**config.mk**
```make
export PLATFORM = sky130hd
export DESIGN_NAME = pip_vertex_mem
export DESIGN_NICKNAME = d
export VERILOG_FILES = /design/src/rtl/pip_pkg.sv /design/src/rtl/pip_vertex_mem.sv
export SDC_FILE = /design/constraint.sdc
export NUM_CORES = 2
export LEC_CHECK = 0
export BUFFER_PORTS_ARGS = -buffer_cell sky130_fd_sc_hd__buf_4
export CAP_MARGIN = 40
export CORE_ASPECT_RATIO = 1.5
export CORE_MARGIN = 1.5
export CORE_UTILIZATION = 41
export DETAILED_ROUTE_END_ITERATION = 6
export PLACE_DENSITY = 0.63
export SYNTH_ARGS = -nofsm -noshare
export SYNTH_HDL_FRONTEND = slang
export SYNTH_SLANG_ARGS = --single-unit
```
**constraint.sdc**
```tcl
create_clock -name i_clk -period 18.78 [get_ports i_clk]
set_clock_uncertainty 0.05 [all_clocks]
set_input_delay 2.817 -clock i_clk [delete_from_list [all_inputs] [get_ports i_clk]]
set_output_delay 2.817 -clock i_clk [all_outputs]
set_load 0.02 [all_outputs]
```
**src/rtl/pip_pkg.sv**
```systemverilog
// Shared types and constants of the point-in-polygon test block.
`timescale 1ns / 1ps
`default_nettype none

package pip_pkg;

    localparam int COORD_W = 32;
    localparam int DIFF_W  = COORD_W + 1;
    localparam int PROD_W  = 2 * DIFF_W;
    localparam int ACC_W   = PROD_W + 2;
    localparam int COUNT_W = 7;
    localparam int APB_AW  = 2;
    localparam int APB_DW  = 32;

    localparam logic [APB_AW-1:0] REG_VERTEX_COUNT = APB_AW'(0);

    // Edge tolerance, about 1e-8 square metres at Q32.32
    localparam logic signed [ACC_W-1:0] ONEDGE_TOL = ACC_W'(43);

    localparam logic MODE_WRITE = 1'b0;
    localparam logic MODE_QUERY = 1'b1;

    typedef struct packed {
        logic                      mode;
        logic [5:0]                vertex_index;
        logic signed [COORD_W-1:0] coord_x;
        logic signed [COORD_W-1:0] coord_z;
    } t_item;

    typedef struct packed {
        logic inside_res;
        logic on_edge;
    } t_result;

    typedef struct packed {
        logic signed [COORD_W-1:0] x;
        logic signed [COORD_W-1:0] z;
    } t_vertex;

    // Product sequence of one edge; each step also picks its accumulator
    typedef enum logic [2:0] {
        MUL_CR_A,   // abx * apz
        MUL_CR_B,   // abz * apx
        MUL_DOT_A,  // apx * abx
        MUL_DOT_B,  // apz * abz
        MUL_LEN_A,  // abx * abx
        MUL_LEN_B   // abz * abz
    } t_mul_sel;

    typedef struct packed {
        logic     p_load;
        logic     a_load;
        logic     diff_en;
        logic     mul_en;
        t_mul_sel mul_sel;
    } t_eu_ctrl;

    typedef struct packed {
        logic on_edge;
        logic hit;
    } t_eu_stat;

endpackage

`default_nettype wire

```
**src/rtl/pip_vertex_mem.sv**
```systemverilog
// Vertex store: one write port, one registered read port.
`timescale 1ns / 1ps
`default_nettype none

module pip_vertex_mem
    import pip_pkg::*;
#(
    parameter int DEPTH = 64,
    localparam int AW = $clog2(DEPTH)
) (
    input  wire logic          i_clk,
    input  wire logic          i_we,
    input  wire logic [AW-1:0] i_waddr,
    input  wire t_vertex       i_wdata,
    input  wire logic [AW-1:0] i_raddr,
    output t_vertex            o_rdata
);

    t_vertex r_mem [DEPTH];
    t_vertex r_rdata;

    always_ff @(posedge i_clk) begin
        if (i_we) begin
            r_mem[i_waddr] <= i_wdata;
        end
        r_rdata <= r_mem[i_raddr];
    end

    assign o_rdata = r_rdata;

endmodule

`default_nettype wire

```
==> results.yml <==
status:
  result_of_the_run: "complete, no violations"
sta:
  maxSlewViolCount: 0
  highest_clock_rate_mhz: 154
  final_hold_viol_count: 0
  final.period_utilization_pct: 34.6
  totalNegativeSetupSlack_ns: 0
  worst_pin_slew_ns: 1.10
  rsz0062_at_grt: "false"
  timing.final.crit_period_ns: 6.50
  max-slew-margin-rel_pct: 26.8
  setup_viol_count_final: 0
synthesis:
  yosysSeqAreaShare_pct: 79.5
  synth_cells: 6598
  synth-seq-cells: 4160
  synth.cell_area_mm2: 0.156
  netlist-cell-type-count: 33
  synthesis.nets: 6676
  ys.warnings.count: 0
  postSynthAreaPerCell_um2: 23.7
clocking:
  postCtsSetupBuffers: 0
  clock_sinks: 4160
  cts.path.max_buffers: 4
  clock_tree_from_tritoncts: "done"
  cts_buffer_count: 366
  cts_htree_levels: 5
  reg_clk_slew_reported_paths_ns: 0.06
  clock_tree.root_cell: "clkbuf_16"
  ctsResizeCount: 0
  cts_hold_buffers: 0
  clock_insertion_delay_worst_skew_ns: 0.96
power_and_ir_drop:
  pwr_density_cell_mw_per_mm2: 107
  ir_worst_vdd_mv: 0.0796
  total_leakage_power_nw: 55.0
global_routing:
  vias_in_the_first_global_route: 76800
  grt_remaining_overflow: 0
  grt_util_all_layers_pct: 22.6
  grt_start_max_net_pins: 147
  initial_antenna_violation_count: 25
  global_route_wire_length_before_repair_um: 608000
die:
  num_rows: 277
  die-width_um: 507
  num_io_pins: 142
  initial_core_utilization_pct: 41.2
  design.core.area_mm2: 0.380
  dieArea_mm2: 0.385
  die_h_um: 759
placed_design:
  dpl.hpwl_um: 244000
  gp_routability_congestion: 0.787
  dpl-instance-area_mm2: 0.166
  io_port_bufs: 141
  numPlacedInstances: 11600
critical_path:
  crit_type: "input port to flop"
  timing.rr.start: "r_mem[42][11]"
  critPathMostFrequentCell: "buf_4"
  required_time_reported_for_the_critical_path_endpoint_ns: 19.54
  worst-endpoint-arrival_ns: 7.26
  critical-path-max-stage-delay_ns: 0.82
  crit_path_cell_trace: "buf_8 -> buf_4 -> buf_4 -> buf_4 -> mux4_2 -> nor2b_1 -> a211oi_1 -> o22ai_1 -> and3_1"
  critical_path.max_fanout: 59
  worst_reg2reg_setup_slack_ns: 16.48
  worst_path_cell_with_the_longest_stage_delay: "buf_4"
  end_kind: "flop"
  timing.reg2reg.worst_path_depth: 5
  r2r_end: "o_rdata[11]"
  startpoint_type: "input port"
worst_hold_path:
  hold_end: "o_rdata[44]"
  min-delay-path-class: "flop to flop"
  hold_path.startpoint: "r_mem[55][44]"
  worst_hold_path_stage_count: 4
drt:
  post_route_drc_violation_count: 0
  drt_iter0_drc: 9017
  via_per_inst: 6.09
  wl_um: 441000
  detailedRoute.firstPassIterationCount: 5
  final_antenna_net_count: 0
  detailroute.via_count: 75100
  detail_route.wl_per_cell_um: 35.8
layout:
  design_area_mm2: 0.178
  finalNonFillerCells: 12300
  post_route_cells_drive_above_1_share_pct: 28.5
  n_fill_cell: 30500
  syn_to_final_growth_pct: 13.9
  final_nets: 7074
flow_run:
  drv_cap: 0
==> how the worst max path moves through the flow <==
stage / startpoint / end / slack (ns) / cells past startpoint
final: i_raddr[2] / o_rdata[14] / 12.28 / 9
after global routing: i_raddr[0] / o_rdata[17] / 11.84 / 11
after detailed placement: i_raddr[0] / o_rdata[17] / 11.18 / 11
after floorplan: i_waddr[3] / r_mem[48][0] / 10.48 / 4
after CTS: i_raddr[0] / o_rdata[17] / 12.19 / 11
after global placement: i_raddr[0] / o_rdata[17] / 10.73 / 9
==> worst max-delay path, delay by kind of cell <==
| family | cells | cell delay, ns |
|---|---|---|
| muxes | 1 | 0.40 |
| AOI/OAI and AO/OA | 2 | 0.64 |
| buffers and inverters | 4 | 2.71 |
| and+or+nand+nor | 2 | 0.38 |
==> where the power goes <==
| part | leakage, nW | switching, mW | internal (mW) |
|---|---|---|---|
| registers | 37.4 | 0.0404 | 10.3 |
| clock network | 6.01 | 3.40 | 4.44 |
| logic | 11.6 | 0.555 | 0.338 |
==> synth_stat cells, drive strengths merged <==
master	n	area, µm²
edfxtp	4096	123000
mux4	1024	23100
buf	230	1250
a22oi	168	1260
clkbuf	140	526
mux2i	135	1350
nor2	112	420
a22o	88	771
o22ai	83	519
and3	64	400
dfxtp	64	1280
a211oi	63	473
nand2	58	218
nand3	45	225
o221ai	38	333
or3	29	181
nor2b	28	175
or2	28	175
a41oi	26	228
a2bb2oi	19	166
inv	19	71.3
a31oi	18	113
nand2b	11	68.8
and2	3	18.8
nand3b	2	15.0
nand4	2	12.5
nor3	2	10.0
a31o	1	8.76
nand4b	1	8.76
or3b	1	8.76
==> cell type report <==
type | count | area, µm² | area share, %
clock buffers | 462 | 9800 | 5.51
repair buffers | 400 | 4230 | 2.38
clock inverters | 211 | 2540 | 1.43
diodes | 5 | 12.5 | 0.00703
flip-flops and latches | 4160 | 124000 | 69.8
inverters | 19 | 71.3 | 0.0401
well taps | 5022 | 6280 | 3.53
multi-input cells | 2049 | 30800 | 17.3
==> kinds of logic after synthesis <==
logic type             Yosys count  synth area share [%]
muxes                         1159                  15.6
and+or+nand+nor                386                  1.24
AOI/OAI and AO/OA              504                  2.48
buffers and inverters          389                  1.18
DFF                           4160                  79.5
==> flip-flops by register name, indices dropped and copies added, names as in the netlist <==
signal   flops
r_mem     4096
o_rdata     64
==> placed cells by master (no fill, tap or decap), types with 5 or more instances in the layout <==
cell and count:
mux2i_1 135, a2bb2oi_1 19, a22o_1 88, clkbuf_1 71, nand2b_1 8, buf_4 324
dfxtp_1 64, nor2_4 65, or3_1 29, a211oi_1 63, buf_16 42, diode_2 5
nand3_1 45, clkbuf_16 369, and3_1 64, inv_6 10, o221ai_1 38, buf_12 29
or2_2 28, a22oi_1 168, inv_1 19, a41oi_1 26, clkinv_1 57, nand2_1 55
clkbuf_8 22, nor2_1 47, edfxtp_1 4096, clkinvlp_4 16, mux4_2 1024, o22ai_1 83
nor2b_1 24, a31oi_1 18, clkinv_2 61, bufinv_16 52, clkinv_8 7
==> per-layer routing <==
metal	vias up	GRT usage, %	share of wire (%)
met2	3703	39.6	52
met5	-	0	0.026
met4	18	8.32	4.0
met3	799	3.14	7.3
met1	41300	28.5	36
li1	29200	-	-
==> stage by stage <==
stage | utilization, % | total power, mW | hold slack [ns] | setup slack, ns
after floorplan | - | 11.0 | 0.738 | 10.48
after global placement | 43.3 | 11.4 | 0.768 | 10.73
after detailed placement | 43.6 | 11.4 | 0.769 | 11.18
after CTS | 46.9 | 19.2 | 0.785 | 12.19
after global routing | 46.9 | 19.5 | 0.822 | 11.84
final | 46.9 | 19.0 | 0.780 | 12.28
Power figures use the tool's default switching activity.
