## config.mk

```make
export PLATFORM = sky130hd
export DESIGN_NAME = pip_edge_unit
export DESIGN_NICKNAME = d
export VERILOG_FILES = /design/src/rtl/pip_pkg.sv /design/src/rtl/pip_edge_unit.sv
export SDC_FILE = /design/constraint.sdc
export NUM_CORES = 2
export LEC_CHECK = 0
export BUFFER_PORTS_ARGS = -buffer_cell sky130_fd_sc_hd__buf_2
export CAP_MARGIN = 30
export CORE_ASPECT_RATIO = 0.6
export CORE_MARGIN = 5
export CORE_UTILIZATION = 45
export DETAILED_ROUTE_END_ITERATION = 8
export GPL_TIMING_DRIVEN = 1
export MAX_ROUTING_LAYER = met4
export PLACE_DENSITY = 0.62
export SYNTH_ARGS = -nofsm -noshare
export SYNTH_HDL_FRONTEND = slang
export SYNTH_SLANG_ARGS = --single-unit
export TNS_END_PERCENT = 10
```

## constraint.sdc

```tcl
create_clock -name i_clk -period 30.6 [get_ports i_clk]
set_input_delay 4.59 -clock i_clk [delete_from_list [all_inputs] [get_ports i_clk]]
set_output_delay 4.59 -clock i_clk [all_outputs]
set_load 0.01 [all_outputs]
```

## src/rtl/pip_pkg.sv

```systemverilog
// Shared types and constants of the point-in-polygon test block.
`timescale 1ns / 1ps
`default_nettype none

package pip_pkg;

    localparam int COORD_W = 32;
    localparam int DIFF_W  = COORD_W + 1;
    localparam int PROD_W  = 2 * DIFF_W;
    localparam int ACC_W   = PROD_W + 2;
    localparam int COUNT_W = 7;
    localparam int APB_AW  = 2;
    localparam int APB_DW  = 32;

    localparam logic [APB_AW-1:0] REG_VERTEX_COUNT = APB_AW'(0);

    // Edge tolerance, about 1e-8 square metres at Q32.32
    localparam logic signed [ACC_W-1:0] ONEDGE_TOL = ACC_W'(43);

    localparam logic MODE_WRITE = 1'b0;
    localparam logic MODE_QUERY = 1'b1;

    typedef struct packed {
        logic                      mode;
        logic [5:0]                vertex_index;
        logic signed [COORD_W-1:0] coord_x;
        logic signed [COORD_W-1:0] coord_z;
    } t_item;

    typedef struct packed {
        logic inside_res;
        logic on_edge;
    } t_result;

    typedef struct packed {
        logic signed [COORD_W-1:0] x;
        logic signed [COORD_W-1:0] z;
    } t_vertex;

    // Product sequence of one edge; each step also picks its accumulator
    typedef enum logic [2:0] {
        MUL_CR_A,   // abx * apz
        MUL_CR_B,   // abz * apx
        MUL_DOT_A,  // apx * abx
        MUL_DOT_B,  // apz * abz
        MUL_LEN_A,  // abx * abx
        MUL_LEN_B   // abz * abz
    } t_mul_sel;

    typedef struct packed {
        logic     p_load;
        logic     a_load;
        logic     diff_en;
        logic     mul_en;
        t_mul_sel mul_sel;
    } t_eu_ctrl;

    typedef struct packed {
        logic on_edge;
        logic hit;
    } t_eu_stat;

endpackage

`default_nettype wire

```

## src/rtl/pip_edge_unit.sv

```systemverilog
// Edge test datapath: differences, one shared multiplier and three accumulators.
`timescale 1ns / 1ps
`default_nettype none

module pip_edge_unit
    import pip_pkg::*;
(
    input  wire logic     i_clk,
    input  wire logic     i_rst_n,
    input  wire t_eu_ctrl i_ctrl,
    input  wire t_vertex  i_point,
    input  wire t_vertex  i_vtx,
    output t_eu_stat      o_stat
);

    logic signed [COORD_W-1:0] r_px, r_pz, r_ax, r_az;
    logic signed [DIFF_W-1:0]  r_abx, r_abz, r_apx, r_apz;
    logic                      r_straddle, r_b_above;
    logic signed [DIFF_W-1:0]  w_op_a, w_op_b;
    logic signed [PROD_W-1:0]  r_prod;
    logic                      r_pvalid;
    t_mul_sel                  r_psel;
    logic signed [ACC_W-1:0]   w_pext;
    logic signed [ACC_W-1:0]   r_cross, r_dot, r_len;

    // Operand select for the shared multiplier
    always_comb begin
        case (i_ctrl.mul_sel)
            MUL_CR_A:  begin w_op_a = r_abx; w_op_b = r_apz; end
            MUL_CR_B:  begin w_op_a = r_abz; w_op_b = r_apx; end
            MUL_DOT_A: begin w_op_a = r_apx; w_op_b = r_abx; end
            MUL_DOT_B: begin w_op_a = r_apz; w_op_b = r_abz; end
            MUL_LEN_A: begin w_op_a = r_abx; w_op_b = r_abx; end
            MUL_LEN_B: begin w_op_a = r_abz; w_op_b = r_abz; end
            default:   begin w_op_a = r_abx; w_op_b = r_abx; end
        endcase
    end

    assign w_pext = ACC_W'(r_prod);

    always_ff @(posedge i_clk) begin
        if (i_ctrl.p_load) begin
            r_px <= i_point.x;
            r_pz <= i_point.z;
        end
        if (i_ctrl.a_load) begin
            r_ax <= i_vtx.x;
            r_az <= i_vtx.z;
        end
        if (i_ctrl.diff_en) begin
            r_abx      <= DIFF_W'(i_vtx.x) - DIFF_W'(r_ax);
            r_abz      <= DIFF_W'(i_vtx.z) - DIFF_W'(r_az);
            r_apx      <= DIFF_W'(r_px) - DIFF_W'(r_ax);
            r_apz      <= DIFF_W'(r_pz) - DIFF_W'(r_az);
            r_straddle <= (r_az > r_pz) != (i_vtx.z > r_pz);
            r_b_above  <= i_vtx.z > r_pz;
            // Advance: this edge's end is the next edge's start
            r_ax       <= i_vtx.x;
            r_az       <= i_vtx.z;
        end
        if (i_ctrl.mul_en) begin
            r_prod <= PROD_W'(w_op_a) * PROD_W'(w_op_b);
            r_psel <= i_ctrl.mul_sel;
        end
        if (r_pvalid) begin
            case (r_psel)
                MUL_CR_A:  r_cross <= w_pext;
                MUL_CR_B:  r_cross <= r_cross - w_pext;
                MUL_DOT_A: r_dot   <= w_pext;
                MUL_DOT_B: r_dot   <= r_dot + w_pext;
                MUL_LEN_A: r_len   <= w_pext + ONEDGE_TOL;
                MUL_LEN_B: r_len   <= r_len + w_pext;
                default:   r_len   <= r_len;
            endcase
        end
    end

    always_ff @(posedge i_clk) begin
        if (!i_rst_n) begin
            r_pvalid <= 1'b0;
        end else begin
            r_pvalid <= i_ctrl.mul_en;
        end
    end

    // Crossing: cross > 0 means px - ax < crossing offset when b lies above
    assign o_stat.on_edge = (r_cross <= ONEDGE_TOL) && (r_cross >= -ONEDGE_TOL)
                            && (r_dot >= -ONEDGE_TOL) && (r_dot <= r_len);
    assign o_stat.hit     = r_straddle
                            && (r_b_above ? (r_cross > ACC_W'(0)) : (r_cross < ACC_W'(0)));

endmodule

`default_nettype wire

```

==> impl_metrics.csv <==
group,metric,value,unit
finish,final_common_cell,"inv_1",
routing,wl,271700,um
routing,drc,0,
finish,drive_gt1_share,5.581,%
place,port_buffers,138,
clock_network,cts_root_buffer,"clkbuf_16",
global_routing,grt_use_total,29.77,%
clock_network,clock_latency,0.74,ns
sta,max_clock_freq,67.28,MHz
critical_path,crit_slowest_cell,"fa_1",
floorplan,initial_core_util,45.11,%
place,place_ws,15.29,ns
clock_network,clock_sinks,536,
sta,tns,0,ns
clock_network,cts_tree,"built",
clock_network,clk_pin_slew,0.07,ns
yosys,synth_cell_types,93,
run_status,status,"complete, no violations",
yosys,synthArstFlopShare,0,%
clock_network,post_cts_resized,0,
yosys,yosysWarnings,0,
yosys,seq_area_frac_synth,20.04,%
sta,worst_pin_slew,1.053,ns
routing,drtAntennaViolNets,0,
worst_hold_path,whs_endpoint,"r_abz[0]",
routing,dr.pass1.iters,6,
sta,skew,0.07759,ns
place,routabilityCongestion,0.9999,
floorplan,dieArea,0.1872,mm2
critical_path,crit_path_start_kind,"primary input",
sta,final-setup-viol-count,0,
clock_network,cts_buffer_depth,3,
floorplan,coreArea,0.1779,mm2
critical_path,rrSetupSlack,20.36,ns
routing,drtIter0Drc,7925,
floorplan,die_w,555.2,um
finish,instances_no_fill,11190,
worst_hold_path,hold_class,"flip-flop to flip-flop",
routing,wl_per_cell,24.29,um
clock_network,cts_max_level,2,
global_routing,antenna_found_initial,12,
yosys,syn_area,0.08026,mm2
floorplan,io_pins,139,
critical_path,cp_slowest_stage_delay,0.96,ns
finish,utilization,48.25,%
sta,timing.final.crit_period,14.86,ns
sta,rsz0062_at_grt,"no",
sta,drv_slew,0,
worst_hold_path,hold_path_depth,2,
critical_path,worstPathMaxFanout,72,
sta,min_period_over_period,48.58,%
floorplan,num_rows,120,
global_routing,grt_pass1_wl,410200,um
place,dp_hpwl,219700,um
sta,timing.final.ws_setup,15.74,ns
critical_path,worst_setup_path_end_kind,"flip-flop",
clock_network,ctsHoldBuffers,0,
critical_path,r2r_start,"r_abz[0]",
critical_path,cp.arrival,15.28,ns
global_routing,grt_overflow,0,
run,max_cap_violations,0,
finish,mostFrequentLayoutCells,"inv_1 (1497), fa_1 (1152), nand2_1 (944)",
sta,hold_viol_final,0,
sta,worst_slew_margin_rel,29.18,%
yosys,yosys_most_used_dff,"edfxtp_1",
yosys,synth_edf_count,535,
critical_path,r2r_end,"r_prod[60]",
clock_network,cts_setup_buffers,0,
yosys,synth_seq_cells,536,
critical_path,crit_required,31.01,ns
place,placed_cells,11060,
critical_path,crit_top_cell,"fa_1",
yosys,synth_nets,10730,
global_routing,grt_max_degree,92,
finish,nets,10680,
floorplan,die_height,337.1,um
routing,detail_route.vias_per_cell,5.907,
routing,num_vias,66070,
yosys,synthCells,8789,
critical_path,crit_type,"primary input to flip-flop",
yosys,syn_area_per_cell,9.132,um2
worst_hold_path,min_from,"r_az[0]",
finish,area_growth,6.950,%
global_routing,grt_pass1_vias,64440,
critical_path,reg2reg_depth,28,
clock_network,cts_made_buffers,59,
## synth_stat cells (all sizes together), types with 34 or more instances
cell type	number	area, um2
a31oi	40	250.2
and3	64	400.4
xor2	134	1174
nor3	87	445.4
inv	1497	5619
a221oi	36	321.6
o21a	69	518.0
o21ai	422	2120
mux2i	40	400.4
xnor2	290	2540
nand3	111	555.5
nor4	46	294.0
clkbuf	330	1239
o221a	34	382.9
o221ai	41	359.1
ha	648	8108
edfxtp	535	16070
nand2b	85	531.8
nand2	946	3553
nor2	811	3044
o21bai	61	457.9
a21o	234	1757
a21oi	396	1986
nand4	129	807.0
fa	1152	23060
nor2b	94	588.1
## flip-flops by register name, indices dropped and copies added (netlist names)
signal      flops
r_abx          33
r_abz          33
r_apx          33
r_apz          33
r_ax           32
r_az           32
r_b_above       1
r_cross        68
r_dot          68
r_len          68
r_prod         66
r_psel          3
r_pvalid        1
r_px           32
r_pz           32
r_straddle      1
## final cells by class
| type | count | area (um2) |
|---|---|---|
| antenna | 9 | 22.52 |
| clock buffer | 70 | 1539 |
| clock inverter | 42 | 380.4 |
| fill | 16790 | 92080 |
| inverter | 1498 | 5623 |
| multi-input combinational | 6400 | 57630 |
| sequential | 536 | 16090 |
| tap | 2379 | 2977 |
| timing repair buffer | 251 | 1580 |
## critical path, delay by kind of cell
family / cells / cell delay, ns
fa+ha+maj: 9 / 5.06
simple gates: 3 / 0.68
compound gates: 10 / 2.93
buf+inv: 6 / 1.79
xor+xnor: 1 / 0.09
## metal layers
metal,wire [um],GRT usage (%),part of all wire (%),vias to the layer above
li1,-,-,-,28970
met1,125200,45.05,46,33170
met2,100000,37.33,37,3578
met4,5825,5.383,2.1,0
met3,40600,11.27,15,361
met5,0,-,0,-
## worst max path at each step
stage	start	end	slack (ns)	depth (start not counted)
after floorplan	i_ctrl[1]	r_prod[60]	17.17	32
after global placement	i_ctrl[0]	r_prod[60]	15.42	29
after detailed placement	i_ctrl[0]	r_prod[60]	15.29	29
after CTS	i_ctrl[0]	r_prod[60]	15.97	29
after global routing	i_ctrl[0]	r_prod[60]	15.37	29
final	i_ctrl[0]	r_prod[60]	15.74	29
## kinds of logic (layout without fill, tap and decap cells)
group | after synthesis | count (layout) | share of synthesized area, %
AOI/OAI and AO/OA | 1624 | 1624 | 13.31
xor gates and xnor gates | 424 | 424 | 4.627
adders and majority gates | 1800 | 1800 | 38.84
buffers and inverters | 1853 | 1861 | 8.680
DFF | 536 | 536 | 20.04
muxes | 46 | 46 | 0.5830
other | 0 | 9 | 0
and+or+nand+nor | 2506 | 2506 | 13.92
## stage by stage
stage / instance area (um2) / hold WS (ns)
after CTS: 85740 / 0.6802
after floorplan: 80260 / 0.6001
after global placement: 83790 / 0.6686
after detailed placement: 83820 / 0.6727
after global routing: 85830 / 0.7040
final: 85840 / 0.6852
Power is not shown: default switching activity piles up to over one toggle a cycle in this logic, so the estimate is an artifact.
